===== src/rtl/mstu_pkg.sv =====
// Package for the MCP / SCAD threshold update unit: widths, mode codes,
// clip limits and the control struct that travels down the pipeline.
// No dependencies.
package mstu_pkg;

  localparam int NUM_W   = 36;  // numerator magnitude, up to 27*|z|
  localparam int DEN_W   = 36;  // divisor, up to 17*v
  localparam int QUO_W   = 32;  // quotient bits produced by the divider
  localparam int FRONT_STAGES = 3;
  localparam int BACK_STAGES  = 1;
  localparam int LATENCY = FRONT_STAGES + QUO_W + BACK_STAGES;

  localparam logic MODE_MCP  = 1'b0;
  localparam logic MODE_SCAD = 1'b1;

  localparam logic [31:0] LIM_POS = 32'h7FFF_FFFF;
  localparam logic [31:0] LIM_NEG = 32'h8000_0000;

  typedef struct packed {
    logic valid;
    logic neg;    // sign of z
    logic vzero;  // scale was zero
    logic nzero;  // numerator was zero
    logic ovf;    // quotient is at least 2^32
  } mstu_ctl_t;

endpackage


===== src/rtl/mstu_div_stage.sv =====
// One restoring-division step of the threshold update unit: shifts in one
// dividend bit and produces one quotient bit per register stage.
// Depends on mstu_pkg.
module mstu_div_stage (
  input  logic                       clk,
  input  logic                       rst,
  input  mstu_pkg::mstu_ctl_t        in_ctl,
  input  logic [mstu_pkg::DEN_W-1:0] in_rem,
  input  logic [mstu_pkg::DEN_W-1:0] in_d,
  input  logic [mstu_pkg::QUO_W-1:0] in_lo,
  input  logic [mstu_pkg::QUO_W-1:0] in_q,
  output mstu_pkg::mstu_ctl_t        out_ctl,
  output logic [mstu_pkg::DEN_W-1:0] out_rem,
  output logic [mstu_pkg::DEN_W-1:0] out_d,
  output logic [mstu_pkg::QUO_W-1:0] out_lo,
  output logic [mstu_pkg::QUO_W-1:0] out_q
);

  logic [mstu_pkg::DEN_W:0]   trial;
  logic [mstu_pkg::DEN_W+1:0] diff;
  logic                       take;

  assign trial = {in_rem, in_lo[mstu_pkg::QUO_W-1]};
  assign diff  = {1'b0, trial} - {2'b0, in_d};
  assign take  = ~diff[mstu_pkg::DEN_W+1];

  always_ff @(posedge clk) begin
    if (rst) begin
      out_ctl.valid <= 1'b0;
    end else begin
      out_ctl.valid <= in_ctl.valid;
    end
    out_ctl.neg   <= in_ctl.neg;
    out_ctl.vzero <= in_ctl.vzero;
    out_ctl.nzero <= in_ctl.nzero;
    out_ctl.ovf   <= in_ctl.ovf;
    out_rem       <= take ? diff[mstu_pkg::DEN_W-1:0] : trial[mstu_pkg::DEN_W-1:0];
    out_d         <= in_d;
    out_lo        <= {in_lo[mstu_pkg::QUO_W-2:0], 1'b0};
    out_q         <= {in_q[mstu_pkg::QUO_W-2:0], take};
  end

endmodule


===== config.mk =====
export PLATFORM = sky130hd
export DESIGN_NAME = mstu_div_stage
export DESIGN_NICKNAME = d
export VERILOG_FILES = /design/src/rtl/mstu_pkg.sv /design/src/rtl/mstu_div_stage.sv
export SDC_FILE = /design/constraint.sdc
export NUM_CORES = 1
export LEC_CHECK = 0
export BUFFER_PORTS_ARGS = -buffer_cell sky130_fd_sc_hd__clkbuf_2
export CAP_MARGIN = 20
export CORE_MARGIN = 4
export CORE_UTILIZATION = 45
export CTS_CLUSTER_DIAMETER = 150
export DETAILED_ROUTE_END_ITERATION = 10
export PLACE_DENSITY_LB_ADDON = 0.12
export SYNTH_ARGS = -nofsm -noshare
export SYNTH_HDL_FRONTEND = slang
export SYNTH_SLANG_ARGS = --single-unit
export TNS_END_PERCENT = 10

===== constraint.sdc =====
create_clock -name clk -period 5.88 [get_ports clk]
set_input_delay 0.882 -clock clk [delete_from_list [all_inputs] [get_ports clk]]
set_output_delay 0.882 -clock clk [all_outputs]
set_load 0.02 [all_outputs]

==> out/summary.txt <==
P per Cell Area = 359 mW/mm²
peak supply drop = 0.240 mV
CTS buffer count = 17
Ports = 284
Syn Area/Cell = 10.3 µm²
total number of vias = 4,553
pin count of the biggest net entering global routing = 48
Worst Max-Slew Pin Slew = 0.528 ns
wire per inst = 15.4 µm
register bit total from synthesis = 140
number of core rows = 38
mapped cell area = 0.00513 mm²
Flop pwr share = 41.2%
commonest cells in the netlist = 140 x dfxtp_1, 50 x nand2_1, 45 x inv_1, 42 x o21ai_0, 36 x ha_1
Clock Path Buffers = 2
Critical Path Source = in_d[16]
Hold Startpoint = in_lo[5]
Net Sw Frac = 29.1%
Synth area leader = dfxtp_1
Placeable Area = 0.0110 mm²
first-pass GRT wire length = 22,200 µm
placed wire-length estimate = 11,800 µm
GRT Overall Usage = 21.6%
fin crit period = 3.61 ns
# setup viols final = 0
Leak = 3.83 nW
clock root buffer = clkbuf_16
Slew HR = 64.7%
clock sinks = 140
setup TNS = 0 ns
initial drt markers = 167
Final Hold Fails = 0
most numerous cell in the Yosys netlist = dfxtp_1
Vias/cell = 4.83
Final Max Slew Viols = 0
H-tree levels = 4
Initial Utilization = 46.7%
CTS Hold Bufs = 0
Routed Antenna Nets = 0
CTS clk-pin slew, worst paths = 0.06 ns
Filler cells = 932
Worst EP required = 6.18 ns
Max Fanout on Critical Path = 47
final instance area = 0.00723 mm²
main area contributors after synthesis = dfxtp_1 55%, ha_1 8.8%, o21ai_0 4.1%
fin cells = 943
FMAX = 0.277 GHz
crit end category = flop
die area = 0.0132 mm²
port bufs = 281
setup repair after global routing missed its margin = no
hold path depth = 1
vias in the first global route = 4,525
EDFF count, synth = 0
cell count after synthesis = 499
layout cell share with drive strength beyond 1 = 40.5%
syn nets = 679
CTS tree = built
cts repair resizes = 0
post-synth cell types = 52
DR pass1 iterations = 4
Setup Fix Bufs, Post-CTS = 0
outcome = complete, no violations
CP arrival = 3.90 ns
Hold WS = 0.569 ns
Die Width = 115 µm
placed cell areas = 0.00667 mm²
Pint = 0.00184 W
switching pwr = 0.000754 W
max cap viols = 0
synth warn = 0
RePlAce Congestion = 0.859
share of Yosys cell area claimed by the top area cell type = 54.7%
Comb pwr share = 20.4%
# diodes = 0
Post-route DRC = 0
hold crit path type = primary input to flop
clock network fraction of total power = 38.4%
Seq/Total Area, Yosys = 54.7%
Primary FF master, synth = dfxtp_1
Layout area overhead = 40.9%
nets = 970
Startpoint Class = primary input
grt total ovfl = 0
routed wire length = 14,600 µm
Die Y = 115 µm
Setup CP Type = primary input to flop
final period utilization = 61.3%
FFs w/ async S/R, synth = 0%
placed cells = 911
initial antenna violation count = 0
through the flow:
step / power, W / utilization, % / setup WS [ns]
2_1_floorplan: 0.00142 / - / 2.81
3_3_place_gp: 0.00161 / 60.7 / 1.83
3_5_place_dp: 0.00162 / 60.7 / 1.80
4_1_cts: 0.00262 / 65.8 / 2.23
5_1_grt: 0.00272 / 65.8 / 2.05
6_report: 0.00259 / 65.8 / 2.27
sequential cells by signal, summed over array words and instances, names as in the netlist:
register,cells
out_rem,36
out_d,36
out_lo,31
out_q,32
out_ctl,5
area by class of cell:
class | count | area (µm²) | share of cell area (%)
Clock buffer | 20 | 447 | 6.18
Multi-Input combinational cell | 304 | 2110 | 29.1
Sequential cell | 140 | 2800 | 38.8
Tap cell | 140 | 175 | 2.42
Inverter | 45 | 169 | 2.34
Timing Repair Buffer | 282 | 1410 | 19.6
Clock inverter | 12 | 114 | 1.58
layer usage:
layer	vias up	track usage (%)	part of all wire [%]
li1	2290	-	-
met1	2060	23.0	38
met2	177	37.6	50
met3	26	9.42	9.7
met4	0	8.84	2.5
met5	-	0	0
cell usage in the layout, fill, tap and decap left out, types with 6 or more instances in the layout:
master / Yosys / routed
xor2_1: 17 / 17
a21o_1: 20 / 20
a21oi_1: 29 / 29
clkbuf_16: 0 / 17
o31ai_1: 6 / 6
xnor2_1: 11 / 11
nor2_1: 10 / 10
nand2_1: 50 / 50
and3_1: 6 / 6
o21ai_0: 42 / 42
nand3_1: 8 / 8
inv_1: 45 / 45
ha_1: 36 / 36
clkbuf_2: 0 / 281
dfxtp_1: 140 / 140
final timing paths:
kind,endpoint,slack [ns]
worst max-delay path,out_rem[8],2.27
worst min-delay path,out_lo[6],0.57
cells by family (layout without fill, tap and decap cells):
kind of cell	Yosys count	count (layout)	share of synthesized area (%)
xor gates and xnor gates	28	28	4.78
and+or+nand+nor	101	101	9.42
adders and majority gates	37	37	9.18
DFF	140	140	54.7
muxes	2	2	0.586
buffers and inverters	55	359	4.42
AOI/OAI and AO/OA	135	135	16.9
other	1	1	0.0731
power groups by stage:
stage / registers [W] / clock network [W] / logic, W
after floorplan: 0.00121 / 0 / 0.000215
after global placement: 0.00109 / 0 / 0.000524
after detailed placement: 0.00109 / 0 / 0.000532
after CTS: 0.00107 / 0.00102 / 0.000536
after global routing: 0.00108 / 0.00106 / 0.000581
final: 0.00107 / 0.000997 / 0.000529
worst max-delay path, stage by stage:
cell      delay (ns)
clkbuf_2        0.10
inv_1           0.05
ha_1            0.35
a21oi_2         0.22
nand2_1         0.06
or2_1           0.26
o31ai_4         0.37
or4_4           0.22
a21oi_2         0.08
o21ai_4         0.47
buf_4           0.49
mux2_4          0.33
(Power assumes the default switching activity.)
