**config.mk**
```make
export PLATFORM = sky130hd
export DESIGN_NAME = mstu_front
export DESIGN_NICKNAME = d
export VERILOG_FILES = /design/src/rtl/mstu_pkg.sv /design/src/rtl/mstu_front.sv
export SDC_FILE = /design/constraint.sdc
export NUM_CORES = 1
export LEC_CHECK = 0
export BUFFER_PORTS_ARGS = -buffer_cell sky130_fd_sc_hd__buf_2
export CAP_MARGIN = 20
export CORE_ASPECT_RATIO = 1.4
export CORE_UTILIZATION = 42
export CTS_CLUSTER_SIZE = 12
export DETAILED_ROUTE_END_ITERATION = 16
export PLACE_DENSITY = 0.67
export SYNTH_ARGS = -nofsm -noshare
export SYNTH_HDL_FRONTEND = slang
export SYNTH_SLANG_ARGS = --single-unit
```
**constraint.sdc**
```tcl
create_clock -name clk -period 9.5 [get_ports clk]
set_input_delay 1.9 -clock clk [delete_from_list [all_inputs] [get_ports clk]]
set_output_delay 1.9 -clock clk [all_outputs]
set_load 0.01 [all_outputs]
```
**src/rtl/mstu_pkg.sv**
```systemverilog
// Package for the MCP / SCAD threshold update unit: widths, mode codes,
// clip limits and the control struct that travels down the pipeline.
// No dependencies.
package mstu_pkg;

  localparam int NUM_W   = 36;  // numerator magnitude, up to 27*|z|
  localparam int DEN_W   = 36;  // divisor, up to 17*v
  localparam int QUO_W   = 32;  // quotient bits produced by the divider
  localparam int FRONT_STAGES = 3;
  localparam int BACK_STAGES  = 1;
  localparam int LATENCY = FRONT_STAGES + QUO_W + BACK_STAGES;

  localparam logic MODE_MCP  = 1'b0;
  localparam logic MODE_SCAD = 1'b1;

  localparam logic [31:0] LIM_POS = 32'h7FFF_FFFF;
  localparam logic [31:0] LIM_NEG = 32'h8000_0000;

  typedef struct packed {
    logic valid;
    logic neg;    // sign of z
    logic vzero;  // scale was zero
    logic nzero;  // numerator was zero
    logic ovf;    // quotient is at least 2^32
  } mstu_ctl_t;

endpackage

```
**src/rtl/mstu_front.sv**
```systemverilog
// Front end of the threshold update unit: magnitude of z, branch selection
// and numerator / divisor setup over three register stages.
// Depends on mstu_pkg.
module mstu_front #(
  parameter int FRAC_BITS = 16
) (
  input  logic                       clk,
  input  logic                       rst,
  input  logic                       in_valid,
  input  logic                       in_mode,
  input  logic signed [31:0]         in_z,
  input  logic [30:0]                in_v,
  input  logic [30:0]                lam,
  output mstu_pkg::mstu_ctl_t        out_ctl,
  output logic [mstu_pkg::DEN_W-1:0] out_rem,
  output logic [mstu_pkg::DEN_W-1:0] out_d,
  output logic [mstu_pkg::QUO_W-1:0] out_lo
);

  localparam int SH_W = mstu_pkg::NUM_W + FRAC_BITS;
  localparam int HI_W = SH_W - mstu_pkg::QUO_W;

  // stage A
  logic        a_valid;
  logic        a_mode;
  logic        a_neg;
  logic [31:0] a_az;
  logic [30:0] a_lam;
  logic [30:0] a_v;

  logic [31:0] z_u;
  logic [31:0] az_next;

  assign z_u     = in_z;
  assign az_next = z_u[31] ? (~z_u + 32'd1) : z_u;

  always_ff @(posedge clk) begin
    if (rst) begin
      a_valid <= 1'b0;
    end else begin
      a_valid <= in_valid;
    end
    a_mode <= in_mode;
    a_neg  <= z_u[31];
    a_az   <= az_next;
    a_lam  <= lam;
    a_v    <= in_v;
  end

  // stage B: branch compares and candidate numerators
  logic [32:0] lam3;
  logic [34:0] az10;
  logic [36:0] lam37;
  logic [35:0] az27;
  logic [36:0] scad_diff;
  logic [35:0] d17;

  assign lam3      = {2'b0, a_lam} + {1'b0, a_lam, 1'b0};
  assign az10      = {a_az, 3'b0} + {2'b0, a_az, 1'b0};
  assign lam37     = {1'b0, a_lam, 5'b0} + {4'b0, a_lam, 2'b0} + {6'b0, a_lam};
  assign az27      = {a_az, 4'b0} + {1'b0, a_az, 3'b0} + {3'b0, a_az, 1'b0}
                   + {4'b0, a_az};
  assign scad_diff = {1'b0, az27} - lam37;
  assign d17       = {1'b0, a_v, 4'b0} + {5'b0, a_v};

  logic        b_valid;
  logic        b_mode;
  logic        b_neg;
  logic [31:0] b_az;
  logic        b_le3;
  logic        b_gt1;
  logic        b_le2;
  logic        b_gt37;
  logic [31:0] b_nsoft;
  logic [35:0] b_nscad;
  logic [30:0] b_v;
  logic [35:0] b_d17;
  logic        b_vzero;

  always_ff @(posedge clk) begin
    if (rst) begin
      b_valid <= 1'b0;
    end else begin
      b_valid <= a_valid;
    end
    b_mode  <= a_mode;
    b_neg   <= a_neg;
    b_az    <= a_az;
    b_le3   <= {1'b0, a_az} <= lam3;
    b_gt1   <= a_az > {1'b0, a_lam};
    b_le2   <= {1'b0, a_az} <= {1'b0, a_lam, 1'b0};
    b_gt37  <= {2'b0, az10} > lam37;
    b_nsoft <= a_az - {1'b0, a_lam};
    b_nscad <= scad_diff[35:0];
    b_v     <= a_v;
    b_d17   <= d17;
    b_vzero <= (a_v == 31'd0);
  end

  // stage C: pick numerator and divisor, check for quotient overflow
  logic [33:0]                nmcp;
  logic [mstu_pkg::NUM_W-1:0] num;
  logic [mstu_pkg::DEN_W-1:0] den;
  logic [SH_W-1:0]            nsh;
  logic [HI_W-1:0]            hi;

  assign nmcp = {2'b0, b_nsoft} + {1'b0, b_nsoft, 1'b0};

  always_comb begin
    num = '0;
    den = '0;
    case (b_mode)
      mstu_pkg::MODE_MCP: begin
        if (b_le3) begin
          num = b_gt1 ? mstu_pkg::NUM_W'(nmcp) : '0;
          den = {4'b0, b_v, 1'b0};
        end else begin
          num = mstu_pkg::NUM_W'(b_az);
          den = mstu_pkg::DEN_W'(b_v);
        end
      end
      mstu_pkg::MODE_SCAD: begin
        if (b_le2) begin
          num = b_gt1 ? mstu_pkg::NUM_W'(b_nsoft) : '0;
          den = mstu_pkg::DEN_W'(b_v);
        end else if (b_gt37) begin
          num = mstu_pkg::NUM_W'(b_az);
          den = mstu_pkg::DEN_W'(b_v);
        end else begin
          num = b_nscad;
          den = b_d17;
        end
      end
      default: begin
        num = '0;
        den = '0;
      end
    endcase
  end

  assign nsh = {num, {FRAC_BITS{1'b0}}};
  assign hi  = nsh[SH_W-1:mstu_pkg::QUO_W];

  always_ff @(posedge clk) begin
    if (rst) begin
      out_ctl.valid <= 1'b0;
    end else begin
      out_ctl.valid <= b_valid;
    end
    out_ctl.neg   <= b_neg;
    out_ctl.vzero <= b_vzero;
    out_ctl.nzero <= (num == '0);
    out_ctl.ovf   <= mstu_pkg::DEN_W'(hi) >= den;
    out_rem       <= mstu_pkg::DEN_W'(hi);
    out_d         <= den;
    out_lo        <= nsh[mstu_pkg::QUO_W-1:0];
  end

endmodule

```
==> results.cfg <==
[clock_tree]
clock_path_buffers = 3
clk_latency_ns = 0.57
cts_hold_buffers = 0
cts.sinks = 344
cts_tree = yes
clk_pin_slew_ns = 0.05
cts-htree-levels = 2
cts_buffers = 38
cts_setup_buffers = 0
root_buffer = clkbuf_16
cts_resized = 0

[floorplan]
die_h_um = 298.1
io_pins = 207
dieArea_mm2 = 0.06366
core_mm2 = 0.06202
die_x_um = 213.5
rows = 108
start_util_pct = 42.42

[sta]
fmaxAchievable_mhz = 134.7
worst_slack_ns = 2.075
min_period_ns = 7.425
finalCritPeriodShare_pct = 78.15
worst_slew_pin_slew_ns = 0.7797
slew_viol_final = 0
rsz0062_at_grt = false
setup_viol = 0
relSlewSlack_pct = 48.02
fin_tns_setup_ns = 0
hold_viol = 0
finClkSkew_ns = 0.02178

[synthesis]
syn_avg_cell_area_um2 = 8.952
synth_cells = 2939
ys.warnings.count = 0
synth-seq-cells = 344
yosysTopAreaCell = dfxtp_1
synth_top_area_share_pct = 26.18
ys_top_cells_by_area = dfxtp_1 (26%), ha_1 (16%), fa_1 (9.4%), xnor2_1 (5.2%), a21oi_1 (4.3%)
ys.flop_type = dfxtp_1
yosysSeqAreaShare_pct = 26.18
synth.cell_area_mm2 = 0.02631
async_flop_share_pct = 0
ys_types = 89
synth_enable_flop_cells = 0

[setup_path]
cp_max_fo = 6
critPathTopFamily = adder cells
max_stage_delay_ns = 0.55
cp-start-kind = flop
worstSetupPathType = flop to flop
cp.required_ns = 9.95
worstSetupEndpoint = b_nscad[35]$_DFF_P_
r2r-end = b_nscad[35]$_DFF_P_
crit_start = a_lam[13]$_DFF_P_
r2r-start = a_lam[13]$_DFF_P_
cp.depth = 29
rr_worst_depth = 29
r2r_slack_ns = 2.08
cp_num_buf_inv = 3
cp_slowest_cell = dfxtp_1
cp-end-kind = flop
cp.arrival_ns = 7.87

[placement]
dp.cells = 3898
gp_congestion = 0.9029
dp_slack_ns = 2.126
dp_hpwl_um = 55610
port-buffer-count = 174

[pwr]
cellPowerDensity_mw_per_mm2 = 324.6
p_leak_nw = 13.70
peakVddDrop_uv = 213.1
fin_total_pwr_mw = 9.479

[cells_and_area]
regArea_mm2 = 0.006893
fin_cells = 3954
area_growth_syn_to_layout_pct = 11.00
final_layout_size_suffix_gt1_share_pct = 9.140
fin_util_pct = 47.08
multi_input_area_mm2 = 0.01798
n_antenna_cell = 0
n_fill_cell = 6047
nets = 3680

[detailed_routing]
wl_per_cell_um = 17.24
via_count = 21208
drc_errors = 0
via_per_inst = 5.364
drtPass1Iterations = 5
wirelength_um = 68180
ant_nets = 0
drtIter0Drc = 1054

[global_route]
grt_overflow = 0
grt_usage_pct = 21.56
grt_max_degree = 59
grt_pass1_wl_um = 108400
first_global_vias = 21368
antenna_found_initial = 1

[job]
drv_cap = 0

[hold_path]
hold_class = flop to flop

[outcome]
status = finished clean
final cells by class:
class	instances	area share, %
multi-input cells	2247	61.56
flip-flops and latches	344	23.60
inverters	295	3.792
clock buffers	45	3.561
well taps	825	3.535
repair buffers	187	3.316
clock inverters	11	0.6298
sequential cells by signal, summed over array words and instances (netlist names), 5 cells and up:
name / count
a_lam: 31
b_nsoft: 31
b_nscad: 36
a_v: 31
b_az: 32
b_d17: 36
out_lo: 16
out_d: 36
a_az: 32
out_rem: 20
b_v: 27
out_ctl: 5
worst min path at each step:
stage	startpoint	endpoint	slack (ns)	cells past startpoint
final	b_vzero$_DFF_P_	out_ctl[2]$_DFF_P_	0.32	0
after global routing	a_mode$_DFF_P_	b_mode$_DFF_P_	0.33	0
after CTS	b_vzero$_DFF_P_	out_ctl[2]$_DFF_P_	0.33	0
after detailed placement	a_neg$_DFF_P_	b_neg$_DFF_P_	0.31	0
after global placement	a_mode$_DFF_P_	b_mode$_DFF_P_	0.31	0
after floorplan	a_mode$_DFF_P_	b_mode$_DFF_P_	0.31	0
logic make-up (layout without fill, tap and decap cells):
logic type / after synthesis / count (layout) / synth area share (%)
AO/OA/AOI/OAI: 789 / 789 / 19.13
AND/OR/NAND/NOR: 676 / 676 / 13.16
adder cells (fa/ha/maj): 469 / 469 / 25.81
buffers and inverters: 379 / 538 / 5.964
flip-flops: 344 / 344 / 26.18
XOR/XNOR: 217 / 217 / 7.224
multiplexers: 64 / 64 / 2.521
other: 1 / 32 / 0.01425
cell usage after synthesis, drive strengths merged, types with 19 or more instances:
library cell / n
nor2: 137
clkbuf: 36
nand4: 40
nor2b: 51
a21oi: 226
nand2b: 49
o21bai: 21
a21o: 100
fa: 123
xor2: 60
o21ai: 195
nor4: 21
ha: 346
xnor2: 157
or3: 21
a211oi: 29
nor3: 42
a31oi: 19
o21a: 50
inv: 295
buf: 48
dfxtp: 344
nand3: 61
nand2: 167
mux2i: 46
stage by stage:
stage                     instance area, um2  hold WS, ns
after floorplan                        26430       0.3096
after global placement                 27970       0.3090
after detailed placement               27980       0.3121
after CTS                              29200       0.3252
after global routing                   29200       0.3326
final                                  29200       0.3245
worst register-to-register path, delay by kind of cell, from the launching register on:
kind | cells | cell delay (ns)
muxes | 1 | 0.20
xor gates and xnor gates | 2 | 0.25
and+or+nand+nor | 8 | 0.99
AOI/OAI and AO/OA | 9 | 2.47
DFF | 1 | 0.55
adders and majority gates | 6 | 2.72
buffers and inverters | 3 | 0.14
cell usage in the layout, fill, tap and decap left out, types with 100 or more instances in the layout:
cell type and instances:
ha_1 346, dfxtp_1 341, inv_1 295, a21oi_1 226, o21ai_0 192, buf_2 174
nand2_1 167, xnor2_1 157, nor2_1 136, fa_1 123, a21o_1 100
metal layers:
metal,global-route usage [%],up-vias,routed length (um)
met5,0,-,11
met4,7.415,2,2226
met3,2.340,112,2448
met2,39.87,422,34430
met1,25.28,10002,29070
li1,-,10670,-
power breakdown:
part | total (mW) | internal, mW | leakage (nW) | switching [mW]
clock network | 1.49 | 0.886 | 0.598 | 0.604
registers | 2.04 | 1.81 | 2.89 | 0.227
logic | 5.95 | 2.62 | 10.2 | 3.34
(Power assumes the default switching activity.)
