===== src/rtl/mstu_pkg.sv =====
// Package for the MCP / SCAD threshold update unit: widths, mode codes,
// clip limits and the control struct that travels down the pipeline.
// No dependencies.
package mstu_pkg;

  localparam int NUM_W   = 36;  // numerator magnitude, up to 27*|z|
  localparam int DEN_W   = 36;  // divisor, up to 17*v
  localparam int QUO_W   = 32;  // quotient bits produced by the divider
  localparam int FRONT_STAGES = 3;
  localparam int BACK_STAGES  = 1;
  localparam int LATENCY = FRONT_STAGES + QUO_W + BACK_STAGES;

  localparam logic MODE_MCP  = 1'b0;
  localparam logic MODE_SCAD = 1'b1;

  localparam logic [31:0] LIM_POS = 32'h7FFF_FFFF;
  localparam logic [31:0] LIM_NEG = 32'h8000_0000;

  typedef struct packed {
    logic valid;
    logic neg;    // sign of z
    logic vzero;  // scale was zero
    logic nzero;  // numerator was zero
    logic ovf;    // quotient is at least 2^32
  } mstu_ctl_t;

endpackage


===== src/rtl/mstu_back.sv =====
// Back end of the threshold update unit: zero-scale and overflow clipping,
// sign restore and the registered result.
// Depends on mstu_pkg.
module mstu_back (
  input  logic                       clk,
  input  logic                       rst,
  input  mstu_pkg::mstu_ctl_t        in_ctl,
  input  logic [mstu_pkg::QUO_W-1:0] in_q,
  output logic                       done,
  output logic signed [31:0]         coef_out,
  output logic                       saturated
);

  logic [31:0] limit;
  logic [31:0] mag;
  logic        sat;

  assign limit = in_ctl.neg ? mstu_pkg::LIM_NEG : mstu_pkg::LIM_POS;

  always_comb begin
    if (in_ctl.vzero) begin
      sat = 1'b1;
      mag = in_ctl.nzero ? 32'd0 : limit;
    end else if (in_ctl.ovf || (in_q > limit)) begin
      sat = 1'b1;
      mag = limit;
    end else begin
      sat = 1'b0;
      mag = in_q;
    end
  end

  always_ff @(posedge clk) begin
    if (rst) begin
      done <= 1'b0;
    end else begin
      done <= in_ctl.valid;
    end
    coef_out  <= in_ctl.neg ? (~mag + 32'd1) : mag;
    saturated <= sat;
  end

endmodule

===== config.mk =====
export PLATFORM = sky130hd
export DESIGN_NAME = mstu_back
export DESIGN_NICKNAME = d
export VERILOG_FILES = /design/src/rtl/mstu_pkg.sv /design/src/rtl/mstu_back.sv
export SDC_FILE = /design/constraint.sdc
export NUM_CORES = 1
export LEC_CHECK = 0
export ABC_AREA = 1
export BUFFER_PORTS_ARGS = -buffer_cell sky130_fd_sc_hd__buf_2
export CAP_MARGIN = 20
export CORE_MARGIN = 4
export CORE_UTILIZATION = 45
export DETAILED_ROUTE_END_ITERATION = 12
export GPL_TIMING_DRIVEN = 0
export PLACE_DENSITY = 0.68
export SKIP_CTS_REPAIR_TIMING = 1
export SYNTH_ARGS = -nofsm -noshare
export SYNTH_HDL_FRONTEND = slang
export SYNTH_SLANG_ARGS = --single-unit

===== constraint.sdc =====
create_clock -name clk -period 4.75 [get_ports clk]
set_input_delay 0.95 -clock clk [delete_from_list [all_inputs] [get_ports clk]]
set_output_delay 0.95 -clock clk [all_outputs]
set_load 0.05 [all_outputs]

==> impl_metrics.env, run 1 <==
export IMPL_htree_levels=2
export IMPL_start_util_pct=47.1
export IMPL_ys_warn_count=0
export IMPL_holdPathStages=2
export IMPL_place_hpwl_mm=7.85
export IMPL_place_gp_congestion=0.868
export IMPL_dieArea_um2=9190
export IMPL_min_period_ns=4.41
export IMPL_path_clk_slew_ns=0.07
export IMPL_holdCritPathClass="in2reg"
export IMPL_relSlewSlack_pct=60.1
export IMPL_syn_nets=619
export IMPL_cap_violations=0
export IMPL_coreArea_um2=7370
export IMPL_cp_data_arrival_time_ns=4.58
export IMPL_placement_setup_worst_slack_ns=-0.303
export IMPL_fmax_ghz=0.227
export IMPL_grtUsageTotal_pct=20.9
export IMPL_viasPerCell=4.94
export IMPL_drive_gt1_share_pct=23.1
export IMPL_hold_violations=0
export IMPL_drt_iter0_markers=206
export IMPL_cts_root_to_sink_buffers=2
export IMPL_synth_edf_count=0
export IMPL_grt_pass1_wl_mm=15.3
export IMPL_grt_pass1_vias=3331
export IMPL_drc=0
export IMPL_worstSetupStartpointType="input port"
export IMPL_layout_setup_ws_ns=0.338
export IMPL_setup_violations=0
export IMPL_synth_adder_area_share_pct=11.9
export IMPL_grt_overflow=0
export IMPL_diodes=0
export IMPL_synth_seq_cells=34
export IMPL_synth_xor_area_share_pct=2.27
export IMPL_place_area_um2=3960
export IMPL_synth_seq_area_share_pct=19.6
export IMPL_crit_fanout=31
export IMPL_rsz0062_at_grt="no"
export IMPL_synthSimpleGateAreaFrac_pct=48.0
export IMPL_powerDensity_nw_per_um2=276
export IMPL_critical_path_class="in2reg"
export IMPL_tightest_slew_ns=0.598
export IMPL_muxShareOfSynthArea_pct=0
export IMPL_cts_num_sinks=34
export IMPL_synth_compound_area_share_pct=5.94
export IMPL_dieWidth_um=95.9
export IMPL_portBuffers=72
export IMPL_synth_top_family_by_area="simple AND/OR/NAND/NOR gates"
export IMPL_layout_common_cells="nand2_1 (153), buf_2 (77), inv_1 (73), nand3_1 (70), nor2_1 (42)"
export IMPL_first_pass_iters=4
export IMPL_utilization_pct=55.1
export IMPL_tritoncts="yes"
export IMPL_fin_crit_sh_pct=92.9
export IMPL_yosys_cell_types_count=35
export IMPL_run_status="completed"
export IMPL_syn_to_final_growth_pct=16.9
export IMPL_layout_commonest_cell="nand2_1"
export IMPL_cts_buffers=5
export IMPL_antenna_found_initial=0
export IMPL_syn_area_um2=3470
export IMPL_fin_area_um2=4060
export IMPL_avgSynthCellArea_um2=6.35
export IMPL_detail_route_antenna_nets=0
export IMPL_drt_total_wl_mm=9.25
export IMPL_grt_max_degree=32
export IMPL_leakage_nw=2.25
export IMPL_dr_total_vias=3590
export IMPL_wl_per_cell_um=12.7
export IMPL_synth_cells=547
export IMPL_maxSlewViolCount=0
export IMPL_async_flop_share_pct=0
export IMPL_power_w=0.00112
export IMPL_nets=698
export IMPL_ios=73
export IMPL_ir_drop_uv=105
export IMPL_num_rows=31
export IMPL_root_buffer="clkbuf_8"
export IMPL_cp_required_ns=4.92
export IMPL_crit_path_end_kind="flop"
export IMPL_synth_top_flop_cell="dfxtp_1"
export IMPL_die_h_um=95.9
## per-stage QoR
| stage | cells | hold slack, ns | TNS (ns) |
|---|---|---|---|
| after floorplan | 547 | 1.02 | 0 |
| after global placement | 718 | 1.11 | -2.67 |
| after detailed placement | 718 | 1.11 | -2.99 |
| after CTS | 726 | 0.816 | -0.0336 |
| after global routing | 726 | 0.816 | 0 |
| final | 726 | 0.816 | 0 |
## per-layer routing
metal | vias up | global-route usage, % | part of all wire, %
met4 | 0 | 6.75 | 1.5
met1 | 1571 | 27.8 | 46
met3 | 10 | 1.72 | 5.6
met2 | 100 | 35.7 | 47
met5 | - | 0 | 0
li1 | 1909 | - | -
## registers in the layout, indices dropped and copies added, names as in the netlist
signal and flops:
coef_out 32, done 1, saturated 1
## Yosys cell counts, types with 9 or more instances
cell type | number | share of area [%]
nor2_1 | 42 | 4.5
nand2_1 | 153 | 17
ha_1 | 33 | 12
nand4_1 | 10 | 1.8
nand3_2 | 17 | 4.9
nand3_1 | 70 | 10
o21ai_0 | 10 | 1.4
nand3b_1 | 14 | 3.0
inv_1 | 73 | 7.9
dfxtp_1 | 34 | 20
nand2_2 | 9 | 1.6
a21oi_1 | 14 | 2.0
## worst paths after layout
path / startpoint / endpoint / slack (ns)
hold / removal: rst / done / 0.82
setup / recovery: in_ctl[3] / coef_out[14] / 0.34
## power breakdown
part / leakage [nW] / switching, W / internal, W / total, W
combinational: 1.92 / 0.000404 / 0.000161 / 0.000566
clock: 0.0482 / 0.000102 / 0.000117 / 0.000219
sequential: 0.286 / 0.00000828 / 0.000329 / 0.000337
## cells by family (layout without fill, tap and decap cells)
kind of cell	after synthesis	after routing
XOR/XNOR	9	9
AO/OA/AOI/OAI	36	36
buffers and inverters	99	179
AND/OR/NAND/NOR	336	336
adder cells (fa/ha/maj)	33	33
flip-flops	34	34
## final cells by class
cell class / count / area, µm²
Buffer: 21 / 135
Clock buffer: 7 / 86.3
Clock inverter: 1 / 5.00
Fill cell: 809 / 3310
Inverter: 78 / 297
Multi-Input combinational cell: 414 / 2370
Sequential cell: 34 / 681
Tap cell: 99 / 124
Timing Repair Buffer: 72 / 363
## worst max-delay path, stage by stage
cell        delay [ns]
clkbuf_4          0.35
buf_4             0.27
clkinvlp_4        0.25
ha_1              0.38
a21oi_1           0.19
o21a_1            0.14
nand2_1           0.05
a21oi_1           0.21
nand2_2           0.12
nand2_4           0.10
nand2_4           0.06
nand2_4           0.07
buf_6             0.15
nand2_1           0.07
inv_2             0.07
nand2_1           0.05
nand2_1           0.07
inv_1             0.06
ha_1              0.20
nand2_1           0.11
nor2_4            0.05
nand2_4           0.10
o21ai_4           0.09
o21ai_0           0.34
inv_1             0.07
No activity file was read; power rests on OpenSTA's default activity.
==> run 2, diff against run 1 <==
Settings changed: CORE_MARGIN 4 to not set.
==> run 2 against run 1 <==
Final area is 0.31% lower. Wire length decreased by 3.9%. Worst hold slack gained 0.010 ns. Power decreased by 2.3%. Clock power decreased by 11%. Critical endpoint unchanged. Largest power group unchanged.
==> impl_metrics.env, run 2 (synthesis results as in run 1) <==
export IMPL_coreArea_um2=7370
export IMPL_ios=73
export IMPL_stdcell_count=725
export IMPL_layout_common_cells="nand2_1 (153), buf_2 (77), inv_1 (73), nand3_1 (70), nor2_1 (42)"
export IMPL_multiInputGateArea_um2=2370
export IMPL_relSlewSlack_pct=55.6
export IMPL_cts_buffers=5
export IMPL_holdCritPathClass="in2reg"
export IMPL_maxSlewViolCount=0
export IMPL_slowest_delay_ns=0.37
export IMPL_min_period_ns=4.32
export IMPL_met1_usage_pct=29.6
export IMPL_cts_num_sinks=34
export IMPL_start_util_pct=47.1
export IMPL_crit_path_end_kind="flop"
export IMPL_detail_route_antenna_nets=0
export IMPL_die_h_um=89.9
export IMPL_worstSetupStartpointType="input port"
export IMPL_rsz0062_at_grt="no"
export IMPL_grt_overflow=0
export IMPL_layout_area_seq_um2=681
export IMPL_num_rows=31
export IMPL_path_clk_slew_ns=0.06
export IMPL_drt_iter0_markers=155
export IMPL_placedCellCount=718
export IMPL_cp_num_cells=27
export IMPL_cp_data_arrival_time_ns=4.50
export IMPL_holdPathStages=2
export IMPL_fill_cells=786
export IMPL_portBuffers=72
export IMPL_antenna_found_initial=0
export IMPL_cp_slowest_cell="ha_1"
export IMPL_grtUsageMet2_pct=40.0
export IMPL_layout_setup_ws_ns=0.425
export IMPL_dieArea_um2=8080
export IMPL_run_status="completed"
export IMPL_cp_startpoint="in_ctl[3]"
export IMPL_dieWidth_um=89.9
export IMPL_diodes=0
export IMPL_grt_pass1_wl_mm=15.1
export IMPL_tritoncts="yes"
export IMPL_busiest_layer="met2"
export IMPL_place_hpwl_mm=7.49
export IMPL_min_from="rst"
export IMPL_fin_crit_sh_pct=91.0
export IMPL_critPathTopFamily="simple AND/OR/NAND/NOR gates"
export IMPL_powerDensity_nw_per_um2=271
export IMPL_fmax_ghz=0.231
export IMPL_cap_violations=0
export IMPL_crit_top_cell="nand2_1"
export IMPL_drt_total_wl_mm=8.89
export IMPL_drc=0
export IMPL_utilization_pct=54.9
export IMPL_htree_levels=2
export IMPL_cp_num_buf_inv=7
export IMPL_power_w=0.00110
export IMPL_dr_total_vias=3585
export IMPL_cp_required_ns=4.93
export IMPL_layout_commonest_cell="nand2_1"
export IMPL_ir_drop_uv=95.7
export IMPL_first_pass_iters=5
export IMPL_viasPerCell=4.94
export IMPL_grtUsageTotal_pct=22.6
export IMPL_met3_usage_pct=2.20
export IMPL_largest_register_ffs=32
export IMPL_grt_pass1_vias=3279
export IMPL_critical_path_class="in2reg"
export IMPL_placement_setup_worst_slack_ns=-0.298
export IMPL_wl_per_cell_um=12.3
export IMPL_nets=698
export IMPL_hold_violations=0
export IMPL_grt_max_degree=32
export IMPL_reg_top3="coef_out x32, done x1, saturated x1"
export IMPL_drive_gt1_share_pct=23.2
export IMPL_place_gp_congestion=0.890
export IMPL_syn_to_final_growth_pct=16.5
export IMPL_cts_root_to_sink_buffers=2
export IMPL_crit_fanout=31
export IMPL_setup_violations=0
export IMPL_leakage_nw=2.25
export IMPL_tightest_slew_ns=0.665
export IMPL_root_buffer="clkbuf_8"
export IMPL_top_register="coef_out"
==> run 2: where the power goes <==
part	switching, W	total [W]	internal, W
Combinational	0.000403	0.000565	0.000161
Clock	0.0000956	0.000194	0.0000980
Sequential	0.00000803	0.000337	0.000329
==> run 2: layer usage <==
metal,vias up,share of wire [%]
li1,1907,-
met1,1562,47
met2,104,47
met3,12,4.8
met4,0,1.2
met5,-,0
==> run 2: final timing paths <==
kind	to	slack [ns]
worst max-delay path	coef_out[14]	0.43
worst min-delay path	done	0.83
==> run 2: final cells by class <==
type	instances	area share, %
plain buffers	21	3.34
clock inverters	2	0.247
flip-flops and latches	34	16.8
clock buffers	5	1.70
repair buffers	72	8.96
inverters	78	7.33
well taps	99	3.06
multi-input cells	414	58.5
==> run 2: through the flow <==
step	hold slack (ns)	cell area (µm²)	TNS, ns
floorplan	1.02	3470	0
global placement	1.11	3960	-2.69
detailed placement	1.12	3960	-2.69
CTS	0.825	4040	-0.0177
global route	0.825	4050	0
finish	0.826	4050	0
